$ cat config.mk
export PLATFORM = sky130hd
export DESIGN_NAME = mqts_cell
export DESIGN_NICKNAME = d
export VERILOG_FILES = /design/src/hdl/mqts_pkg.sv /design/src/hdl/mqts_cell.sv
export SDC_FILE = /design/constraint.sdc
export NUM_CORES = 1
export LEC_CHECK = 0
export BUFFER_PORTS_ARGS = -buffer_cell sky130_fd_sc_hd__buf_2
export CAP_MARGIN = 40
export CELL_PAD_IN_SITES_DETAIL_PLACEMENT = 2
export CELL_PAD_IN_SITES_GLOBAL_PLACEMENT = 2
export CORE_ASPECT_RATIO = 0.75
export CORE_MARGIN = 1
export CORE_UTILIZATION = 32
export CTS_CLUSTER_SIZE = 12
export DETAILED_ROUTE_END_ITERATION = 7
export PLACE_DENSITY_LB_ADDON = 0.1
export SKIP_CTS_REPAIR_TIMING = 1
export SYNTH_ARGS = -nofsm -noshare
export SYNTH_HDL_FRONTEND = slang
export SYNTH_SLANG_ARGS = --single-unit
$ cat constraint.sdc
create_clock -name clk_i -period 7.21 [get_ports clk_i]
set_input_delay 0.721 -clock clk_i [delete_from_list [all_inputs] [get_ports clk_i]]
set_output_delay 0.721 -clock clk_i [all_outputs]
set_load 0.01 [all_outputs]
$ cat src/hdl/mqts_pkg.sv
package mqts_pkg;

  // Default number of task slots.
  localparam int unsigned SLOTS_DEF = 16;

  // Level codes. Level one is the highest priority.
  localparam logic [2:0] LVL_SJF     = 3'd1;
  localparam logic [2:0] LVL_RR_LO   = 3'd2;
  localparam logic [2:0] LVL_RR_HI   = 3'd3;
  localparam logic [2:0] LVL_BATCH   = 3'd4;
  localparam logic [2:0] LVL_STUDENT = 3'd5;

  // Token lane that carries the oldest task returning from I/O.
  localparam int unsigned RET_LANE = 0;

  localparam logic [9:0] WAIT_MAX = 10'd1023;

  // Configuration register indexes.
  localparam logic [2:0] CFG_QUANTUM       = 3'd0;
  localparam logic [2:0] CFG_BATCH_LIMIT   = 3'd1;
  localparam logic [2:0] CFG_STUDENT_LIMIT = 3'd2;
  localparam logic [2:0] CFG_BATCH_BOOST   = 3'd3;
  localparam logic [2:0] CFG_STUDENT_BOOST = 3'd4;

  // Configuration reset values.
  localparam logic [1:0] QUANTUM_RST       = 2'd3;
  localparam logic [9:0] BATCH_LIMIT_RST   = 10'd100;
  localparam logic [9:0] STUDENT_LIMIT_RST = 10'd250;
  localparam logic [4:0] BATCH_BOOST_RST   = 5'd30;
  localparam logic [4:0] STUDENT_BOOST_RST = 5'd12;

  localparam logic OP_ADMIT = 1'b0;
  localparam logic OP_TICK  = 1'b1;

  typedef struct packed {
    logic       op;
    logic [3:0] slot;
    logic [2:0] level;
    logic [1:0] burst_offset;
    logic [1:0] io_offset;
  } in_t;

  typedef struct packed {
    logic       run_valid;
    logic [3:0] run_slot;
    logic [2:0] run_level;
    logic       burst_done;
    logic       boosted;
  } out_t;

  // One candidate carried along the cell chain.
  typedef struct packed {
    logic        valid;
    logic [15:0] order;
    logic [3:0]  cpu;
    logic [9:0]  waited;
    logic [1:0]  slice;
  } cand_t;

  // Lane zero: I/O return candidate. Lanes one to five: level heads.
  typedef struct packed {
    cand_t [5:0] c;
  } tok_t;

  typedef enum logic [2:0] {
    CMD_NONE,
    CMD_ADMIT,
    CMD_WAIT,
    CMD_RETURN,
    CMD_STAMP,
    CMD_FINISH
  } cmd_op_e;

  // Command broadcast to every cell.
  typedef struct packed {
    cmd_op_e     op;
    logic [2:0]  level;
    logic [1:0]  boff;
    logic [1:0]  ioff;
    logic [1:0]  qeff;
    logic [15:0] stamp;
    logic        sel;
    logic        clr;
  } cmd_t;

  typedef enum logic [3:0] {
    S_IDLE,
    S_ADMIT,
    S_PASS_A,
    S_WAIT,
    S_PASS_RET,
    S_RET_APPLY,
    S_ROTATE,
    S_PASS_C,
    S_FINISH
  } state_e;

  function automatic logic [3:0] burst_base(input logic [2:0] lvl);
    logic [3:0] b;
    case (lvl)
      3'd1: b = 4'd1;
      3'd2: b = 4'd3;
      3'd3: b = 4'd4;
      3'd4: b = 4'd6;
      3'd5: b = 4'd8;
      default: b = 4'd0;
    endcase
    return b;
  endfunction

  function automatic logic [3:0] io_base(input logic [2:0] lvl);
    logic [3:0] b;
    case (lvl)
      3'd1: b = 4'd8;
      3'd2: b = 4'd6;
      3'd3: b = 4'd4;
      3'd4: b = 4'd3;
      3'd5: b = 4'd1;
      default: b = 4'd0;
    endcase
    return b;
  endfunction

endpackage

$ cat src/hdl/mqts_cell.sv
module mqts_cell #(
  parameter int unsigned SLOTS = 16,
  parameter int unsigned IDX   = 0
) (
  input  logic                                clk_i,
  input  logic                                rst_ni,
  input  mqts_pkg::cmd_t                      cmd_i,
  input  logic [$clog2(SLOTS)-1:0]            tgt_i,
  input  mqts_pkg::tok_t                      tok_i,
  input  logic [5:0][$clog2(SLOTS)-1:0]       tok_slot_i,
  output mqts_pkg::tok_t                      tok_o,
  output logic [5:0][$clog2(SLOTS)-1:0]       tok_slot_o
);
  import mqts_pkg::*;

  localparam int unsigned SW = $clog2(SLOTS);

  logic        valid_q, valid_d;
  logic [2:0]  level_q, level_d;
  logic [3:0]  cpu_q, cpu_d;
  logic [3:0]  io_q, io_d;
  logic        in_io_q, in_io_d;
  logic [9:0]  wait_q, wait_d;
  logic [1:0]  slice_q, slice_d;
  logic [15:0] order_q, order_d;

  tok_t                 tok_q, tok_d;
  logic [5:0][SW-1:0]   slot_q, slot_d;

  logic        me;
  logic        ready;
  logic [15:0] my_age;
  logic [15:0] cand_age;
  logic        better;
  logic [3:0]  cpu_run;
  cand_t       mine;

  assign me     = (tgt_i == SW'(IDX));
  assign ready  = valid_q && !in_io_q;
  assign my_age = cmd_i.stamp - order_q;
  assign mine   = '{valid: 1'b1, order: order_q, cpu: cpu_q, waited: wait_q, slice: slice_q};

  // Compare this entry with the incoming candidates and pass the winners on.
  always_comb begin
    tok_d  = tok_i;
    slot_d = tok_slot_i;
    for (int l = 0; l < 6; l++) begin
      cand_age = cmd_i.stamp - tok_i.c[l].order;
      if (l == RET_LANE) begin
        better = valid_q && in_io_q && (io_q == 4'd0) &&
                 (!tok_i.c[l].valid || (my_age > cand_age));
      end else if (l == 1) begin
        better = ready && (level_q == 3'(l)) &&
                 (!tok_i.c[l].valid || (cpu_q < tok_i.c[l].cpu) ||
                  ((cpu_q == tok_i.c[l].cpu) && (my_age > cand_age)));
      end else begin
        better = ready && (level_q == 3'(l)) &&
                 (!tok_i.c[l].valid || (my_age > cand_age));
      end
      if (better) begin
        tok_d.c[l] = mine;
        slot_d[l]  = SW'(IDX);
      end
    end
  end

  always_ff @(posedge clk_i) begin
    tok_q  <= tok_d;
    slot_q <= slot_d;
  end

  assign tok_o      = tok_q;
  assign tok_slot_o = slot_q;

  assign cpu_run = (cpu_q != 4'd0) ? cpu_q - 4'd1 : 4'd0;

  // Entry update for the broadcast command.
  always_comb begin
    valid_d = valid_q;
    level_d = level_q;
    cpu_d   = cpu_q;
    io_d    = io_q;
    in_io_d = in_io_q;
    wait_d  = wait_q;
    slice_d = slice_q;
    order_d = order_q;
    case (cmd_i.op)
      CMD_ADMIT: begin
        if (me) begin
          valid_d = 1'b1;
          level_d = cmd_i.level;
          cpu_d   = burst_base(cmd_i.level) + {2'b00, cmd_i.boff};
          io_d    = 4'd0;
          in_io_d = 1'b0;
          wait_d  = 10'd0;
          slice_d = cmd_i.qeff;
          order_d = cmd_i.stamp;
        end
      end
      CMD_WAIT: begin
        if (ready && !(cmd_i.sel && me) && (wait_q != WAIT_MAX)) begin
          wait_d = wait_q + 10'd1;
        end
      end
      CMD_RETURN: begin
        if (me) begin
          in_io_d = 1'b0;
          cpu_d   = burst_base(level_q) + {2'b00, cmd_i.boff};
          order_d = cmd_i.stamp;
        end
      end
      CMD_STAMP: begin
        if (me) begin
          order_d = cmd_i.stamp;
        end
      end
      CMD_FINISH: begin
        if (valid_q && in_io_q && (io_q != 4'd0)) begin
          io_d = io_q - 4'd1;
        end
        if (me && cmd_i.clr) begin
          wait_d = 10'd0;
        end
        if (me && cmd_i.sel) begin
          cpu_d = cpu_run;
          if (cpu_run == 4'd0) begin
            in_io_d = 1'b1;
            io_d    = io_base(level_q) + {2'b00, cmd_i.ioff};
            slice_d = cmd_i.qeff;
            order_d = cmd_i.stamp;
          end else if ((level_q == LVL_RR_LO) || (level_q == LVL_RR_HI)) begin
            slice_d = (slice_q <= 2'd1) ? cmd_i.qeff : slice_q - 2'd1;
          end
        end
      end
      default: begin
      end
    endcase
  end

  always_ff @(posedge clk_i or negedge rst_ni) begin
    if (!rst_ni) begin
      valid_q <= 1'b0;
      level_q <= 3'd0;
      cpu_q   <= 4'd0;
      io_q    <= 4'd0;
      in_io_q <= 1'b0;
      wait_q  <= 10'd0;
      slice_q <= 2'd0;
      order_q <= 16'd0;
    end else begin
      valid_q <= valid_d;
      level_q <= level_d;
      cpu_q   <= cpu_d;
      io_q    <= io_d;
      in_io_q <= in_io_d;
      wait_q  <= wait_d;
      slice_q <= slice_d;
      order_q <= order_d;
    end
  end

endmodule

# Yosys cells after proc, flatten, opt, wreduce, memory -nomap -nowiden
# Index checks and enable logic that the tools add are counted.
dict set report word_totals {
  regBits 263
  inputBits 258
  output_inout_bits 222
  wordCells 191
}
dict set report op_classes {
  add_sub_neg 14
  magnitude_cmp 8
  eq_ne 26
  muxes 44
  reduce_logical 55
}
# cell count
set op_table {}
lappend op_table {{two-way mux 32 bit} 6}
lappend op_table {{subtractor 16 bit} 7}
lappend op_table {{greater-than comparator 16 bit} 6}
lappend op_table {{two-way mux 4 bit} 15}
lappend op_table {{case mux 4 bit (5 select lines)} 3}
lappend op_table {{two-way mux 16 bit} 3}
lappend op_table {{case mux 16 bit (2 select lines)} 1}
lappend op_table {{two-way mux 10 bit} 3}
lappend op_table {{case mux 10 bit (3 select lines)} 1}
lappend op_table {{logical AND 1 bit} 20}
lappend op_table {{AND reduction 4 bit} 5}
lappend op_table {{equality test 3 x 2 -> 1 bit, second input constant} 6}
lappend op_table {{equality test 3 bit, second input constant} 6}
lappend op_table {{adder 4 x 2 -> 4 bit} 3}
lappend op_table {{logical NOT 4 bit} 3}
lappend op_table {{!= test 2 bit, second input constant} 6}
lappend op_table {{case mux 4 bit (3 select lines)} 1}
lappend op_table {{adder 10 x 1 -> 10 bit, second input constant} 1}
lappend op_table {{two-way mux 2 bit} 5}
lappend op_table {{!= test 10 bit, second input constant} 1}
lappend op_table {{equality test 3 x 1 -> 1 bit, second input constant} 3}
lappend op_table {{logical NOT 1 bit} 8}
lappend op_table {{logical OR 1 bit} 8}
lappend op_table {{case mux 4 bit (2 select lines)} 1}
lappend op_table {{16 further kinds} 25}

# Depth between registers and ports, before layout
dict set report depth {
  ltp_word 10
  depth_mapped 22
  mapped_depth_nobuf 21
}

# Worst setup path after synthesis
# No wires, ideal clock.
dict set report synth_path {
  path_type {input to register}
  from {in cmd_i[2] (netlist bit)}
  to {reg tok_q, in the netlist tok_o[38]}
  setup_ps 121
  arrival_ps 5498
  required_time_ps 7089
  setup_slack_ps 1591
  path_stages 19
  path_buffers 1
  path_cell_list {inv_1 ha_1 fa_1 nor2b_1 o21ai_0 a21boi_0 o211ai_1 a21oi_1 o41ai_1 o311ai_0 ha_1 o21ai_0 o21ai_0 a2111oi_0 a21oi_1 o41a_1 nand3_1 buf_2 mux2_2}
}
# item line
set synth_rtl {}
lappend synth_rtl {{start, declared} mqts_cell.sv:7} ;# input mqts_pkg::cmd_t cmd_i,
lappend synth_rtl {{end signal, assigned} mqts_cell.sv:68} ;# tok_q <= tok_d;
lappend synth_rtl {{end, declared} mqts_cell.sv:27} ;# tok_t tok_q, tok_d;

==> summary.txt <==
Run status
  • Status: completed

Clocking
  • Clock-pin transition on the worst setup and hold timing paths: around 0.06 ns
  • Clk Tree Root Cell: clkbuf_16
  • CTS Sinks: between 200 and 300
  • CTS buffer count: 30
  • CTS tree: yes
  • H-tree levels: 1
  • Clk_lat worst skew: between 0.6 and 0.7 ns
  • Clock Tree Buf Depth: 3

Worst hold path
  • Worst hold-check path type: in2async

Timing
  • Slew Viols, Final: 0
  • Period utilisation layout: 85.6%
  • Worst-Margin Slew: 0.880 ns
  • Endpoints failing hold: 0
  • Setup_tns: 0 ns
  • RSZ-0062 raised after global routing: false
  • Clock Skew: between 0.02 and 0.03 ns
  • Slew headroom: 41.1%
  • Post-layout min period: between 6 and 7 ns
  • Fmax: ~160 MHz
  • Fin Hold WS: roughly 0.26 ns
  • Setup Viol. Count Final: 0

Worst setup path
  • Startpoint Class: flip-flop
  • Critical Path Most Common Cell: o21ai_0
  • Crit path max-delay family: compound AO/OA/AOI/OAI gates
  • CP max FO: 25
  • Crit path DAT: approximately 6.7 ns
  • Buf/Inv on CP: 2
  • Cell Chain, Critical Path: ha_1 > fa_1 > nor2b_1 > o21ai_0 > a21boi_0 > o211ai_1 > a21oi_1 > o41ai_1 > o311ai_0 > buf_4 > ha_1 > o21ai_0 > o21ai_0 > a2111oi_0 > a21oi_1 > nor3_1 > o211ai_1 > nand3_2 > buf_12 > mux2_2
  • Type of element capturing the critical path: flip-flop
  • Critical path class: reg2reg
  • Crit path largest cell delay: around 0.51 ns
  • Slowest-stage cell, CP: dfrtp_1
  • Required @ worst endpoint: about 7.7 ns

Place
  • Final GP Congestion: 0.875
  • Dpl hpwl: 59.6 mm
  • Buffers on Ports: about 480

Floorplan
  • Die extent in y: just over 200 um
  • Chip Width: roughly 270 um
  • # rows: 73
  • Die footprint: between 50000 and 60000 um^2
  • Initial Utilization: 32.7%
  • CORE AREA: about 54000 um^2
  • IO Count: between 400 and 500

GRT
  • Vias in the first global route: roughly 18000
  • Largest net degree at the start of global routing: 42
  • First-pass GRT wire length: 111 mm
  • Grt ovf: 0
  • Tot GR Track Use: between 20% and 30%
  • Initial antenna violation count: 11

Cells and area
  • Area growth, synth to finish: 24.1%
  • Commonest non-fill, non-tap cells in the layout: 480 x buf_2, 222 x dfxtp_1, 207 x ha_1
  • Filler cells: between 6000 and 7000
  • Total Nets Final: between 2000 and 3000
  • Most common cell after layout, fill and taps aside: buf_2
  • Fraction of layout cells with a size suffix above 1: 29.6%

Pwr
  • Switching share of power: between 30 and 40%
  • Psw: 2.35 mW
  • Pwr/cell area: 271 nW/um^2
  • Int Power: between 3 and 4 mW
  • Clock share of power: a little over a quarter
  • Seq pwr share: a little under a third
  • Comb power frac: 43.2%
  • Maximum vdd drop: about 0.19 mV
  • Leak: around 10 nW

Synth
  • Syn Area/Cell: 9.29 um^2
  • Syn Inst Count: 1886
  • Mapped Nets: roughly 2400
  • Post-synth ARST share: 15.6%
  • EDFF count, synth: 0
  • Seq/Total Area, Yosys: 31.2%
  • Synthesized area: about 18000 um^2
  • Post-synth cell types: between 70 and 80
  • Primary FF master, synth: dfxtp_1
  • Warnings from Yosys: 0
  • Synth Register Bits: 263

Run
  • Max-cap violations: 0

Route
  • DR pass1 iterations: 4
  • DRT Wirelength: around 74 mm
  • WL per Instance: between 20 and 25 um
  • DR vias: 16500
  • Vias per inst: ~5.3
  • Iter 0 DRT Violations: between 700 and 800
  • DRC: 0
  • DRT antenna net count: 0
power by group through the flow:
| stage | registers [mW] | logic [mW] | clock network [mW] |
|---|---|---|---|
| floorplan | 1.81 | 1.53 | 0 |
| global placement | 1.80 | 2.37 | 0 |
| detailed placement | 1.80 | 2.52 | 0 |
| CTS | 1.77 | 2.54 | 1.61 |
| global route | 1.79 | 2.81 | 1.66 |
| finish | 1.77 | 2.55 | 1.57 |
state kept, by name, summed over array words and instances, names as in the netlist, 2 cells and up:
signal      cells
tok_o         198
tok_slot_o     24
order_q        16
wait_q         10
cpu_q           4
io_q            4
level_q         3
slice_q         2
per-layer routing:
| layer | share of wire (%) | vias to the layer above | global-route usage (%) |
|---|---|---|---|
| li1 | - | 7726 | - |
| met1 | 48 | 8287 | 36.4 |
| met2 | 45 | 367 | 41.4 |
| met3 | 4.4 | 87 | 3.60 |
| met4 | 2.6 | 4 | 6.86 |
| met5 | 0.031 | - | 0 |
cell type report:
class                           instances  area, um^2  share of cell area, %
Antenna cell                            7        17.5                 0.0806
Timing Repair Buffer                  508        2650                   12.2
Multi-Input combinational cell       1412       11200                   51.5
Sequential cell                       263        5470                   25.2
Clock buffer                           43         871                   4.00
Inverter                              141         529                   2.43
Clock inverter                         10         113                  0.518
Tap cell                              712         891                   4.10
cell families (layout without fill, tap and decap cells):
kind of cell / count (synthesis) / in the layout / synth area share (%)
buf+inv: 211 / 702 / 4.91
fa+ha+maj: 216 / 216 / 15.8
simple gates: 520 / 520 / 15.9
compound gates: 395 / 395 / 15.2
xor+xnor: 96 / 96 / 4.80
flops: 263 / 263 / 31.2
other cells: 0 / 7 / 0
mux: 185 / 185 / 12.1
worst paths after layout:
check / startpoint / to / slack (ns) / cells past startpoint
min in group clk_i: tok_slot_i[15] / tok_slot_o[15] / 0.32 / 2
worst max register to register: order_q[0] / tok_o[49] / 1.04 / 20
worst min-delay path: rst_ni / order_q[1] / 0.26 / 2
max in group asynchronous: rst_ni / order_q[15] / 6.47 / 2
worst max-delay path: order_q[0] / tok_o[49] / 1.04 / 20
worst min register to register: order_q[5] / order_q[5] / 0.54 / 1
per-stage QoR:
step	worst slack, ns	utilization (%)	cell area [um^2]	power (mW)	std cells
4_1_cts	1.06	40.6	21700	5.93	3088
5_1_grt	0.664	40.6	21700	6.26	3095
3_3_place_gp	0.963	38.7	20700	4.17	3032
6_report	1.04	40.6	21700	5.89	3096
3_5_place_dp	0.582	38.7	20700	4.32	3035
2_1_floorplan	1.59	-	17500	3.33	1886
worst register-to-register path: stages, from the launching register on:
cell	delay, ns
dfrtp_1	0.51
ha_1	0.28
fa_1	0.41
nor2b_1	0.13
o21ai_0	0.12
a21boi_0	0.45
o211ai_1	0.21
a21oi_1	0.46
o41ai_1	0.20
o311ai_0	0.30
buf_4	0.22
ha_1	0.26
o21ai_0	0.30
o21ai_0	0.21
a2111oi_0	0.46
a21oi_1	0.19
nor3_1	0.19
o211ai_1	0.14
nand3_2	0.35
buf_12	0.28
mux2_2	0.38
synth_stat cells, types with 8 or more instances:
library cell / count / area share [%]
a21o_1: 36 / 1.5
and2_1: 17 / 0.61
mux2_2: 74 / 4.8
o21a_1: 20 / 0.86
ha_1: 207 / 15
and3_1: 25 / 0.89
nor2_1: 80 / 1.7
fa_1: 9 / 1.0
nand2b_1: 26 / 0.93
clkbuf_1: 50 / 1.1
inv_1: 141 / 3.0
mux2i_1: 75 / 4.3
nand3_1: 65 / 1.9
mux2_4: 36 / 3.1
nor2b_1: 43 / 1.5
nand4_1: 18 / 0.64
o211ai_1: 41 / 1.8
nor4_1: 11 / 0.39
a21oi_1: 87 / 2.5
buf_2: 10 / 0.29
dfrtp_1: 41 / 5.9
dfxtp_1: 222 / 25
nand2_1: 119 / 2.6
nor3_1: 32 / 0.91
o21ai_0: 105 / 3.0
nand4b_1: 35 / 1.7
xnor2_1: 53 / 2.7
or2_2: 15 / 0.54
o31ai_1: 14 / 0.60
a31oi_1: 11 / 0.39
or3_1: 8 / 0.29
xor2_1: 43 / 2.1
Power figures use the tool's default switching activity.
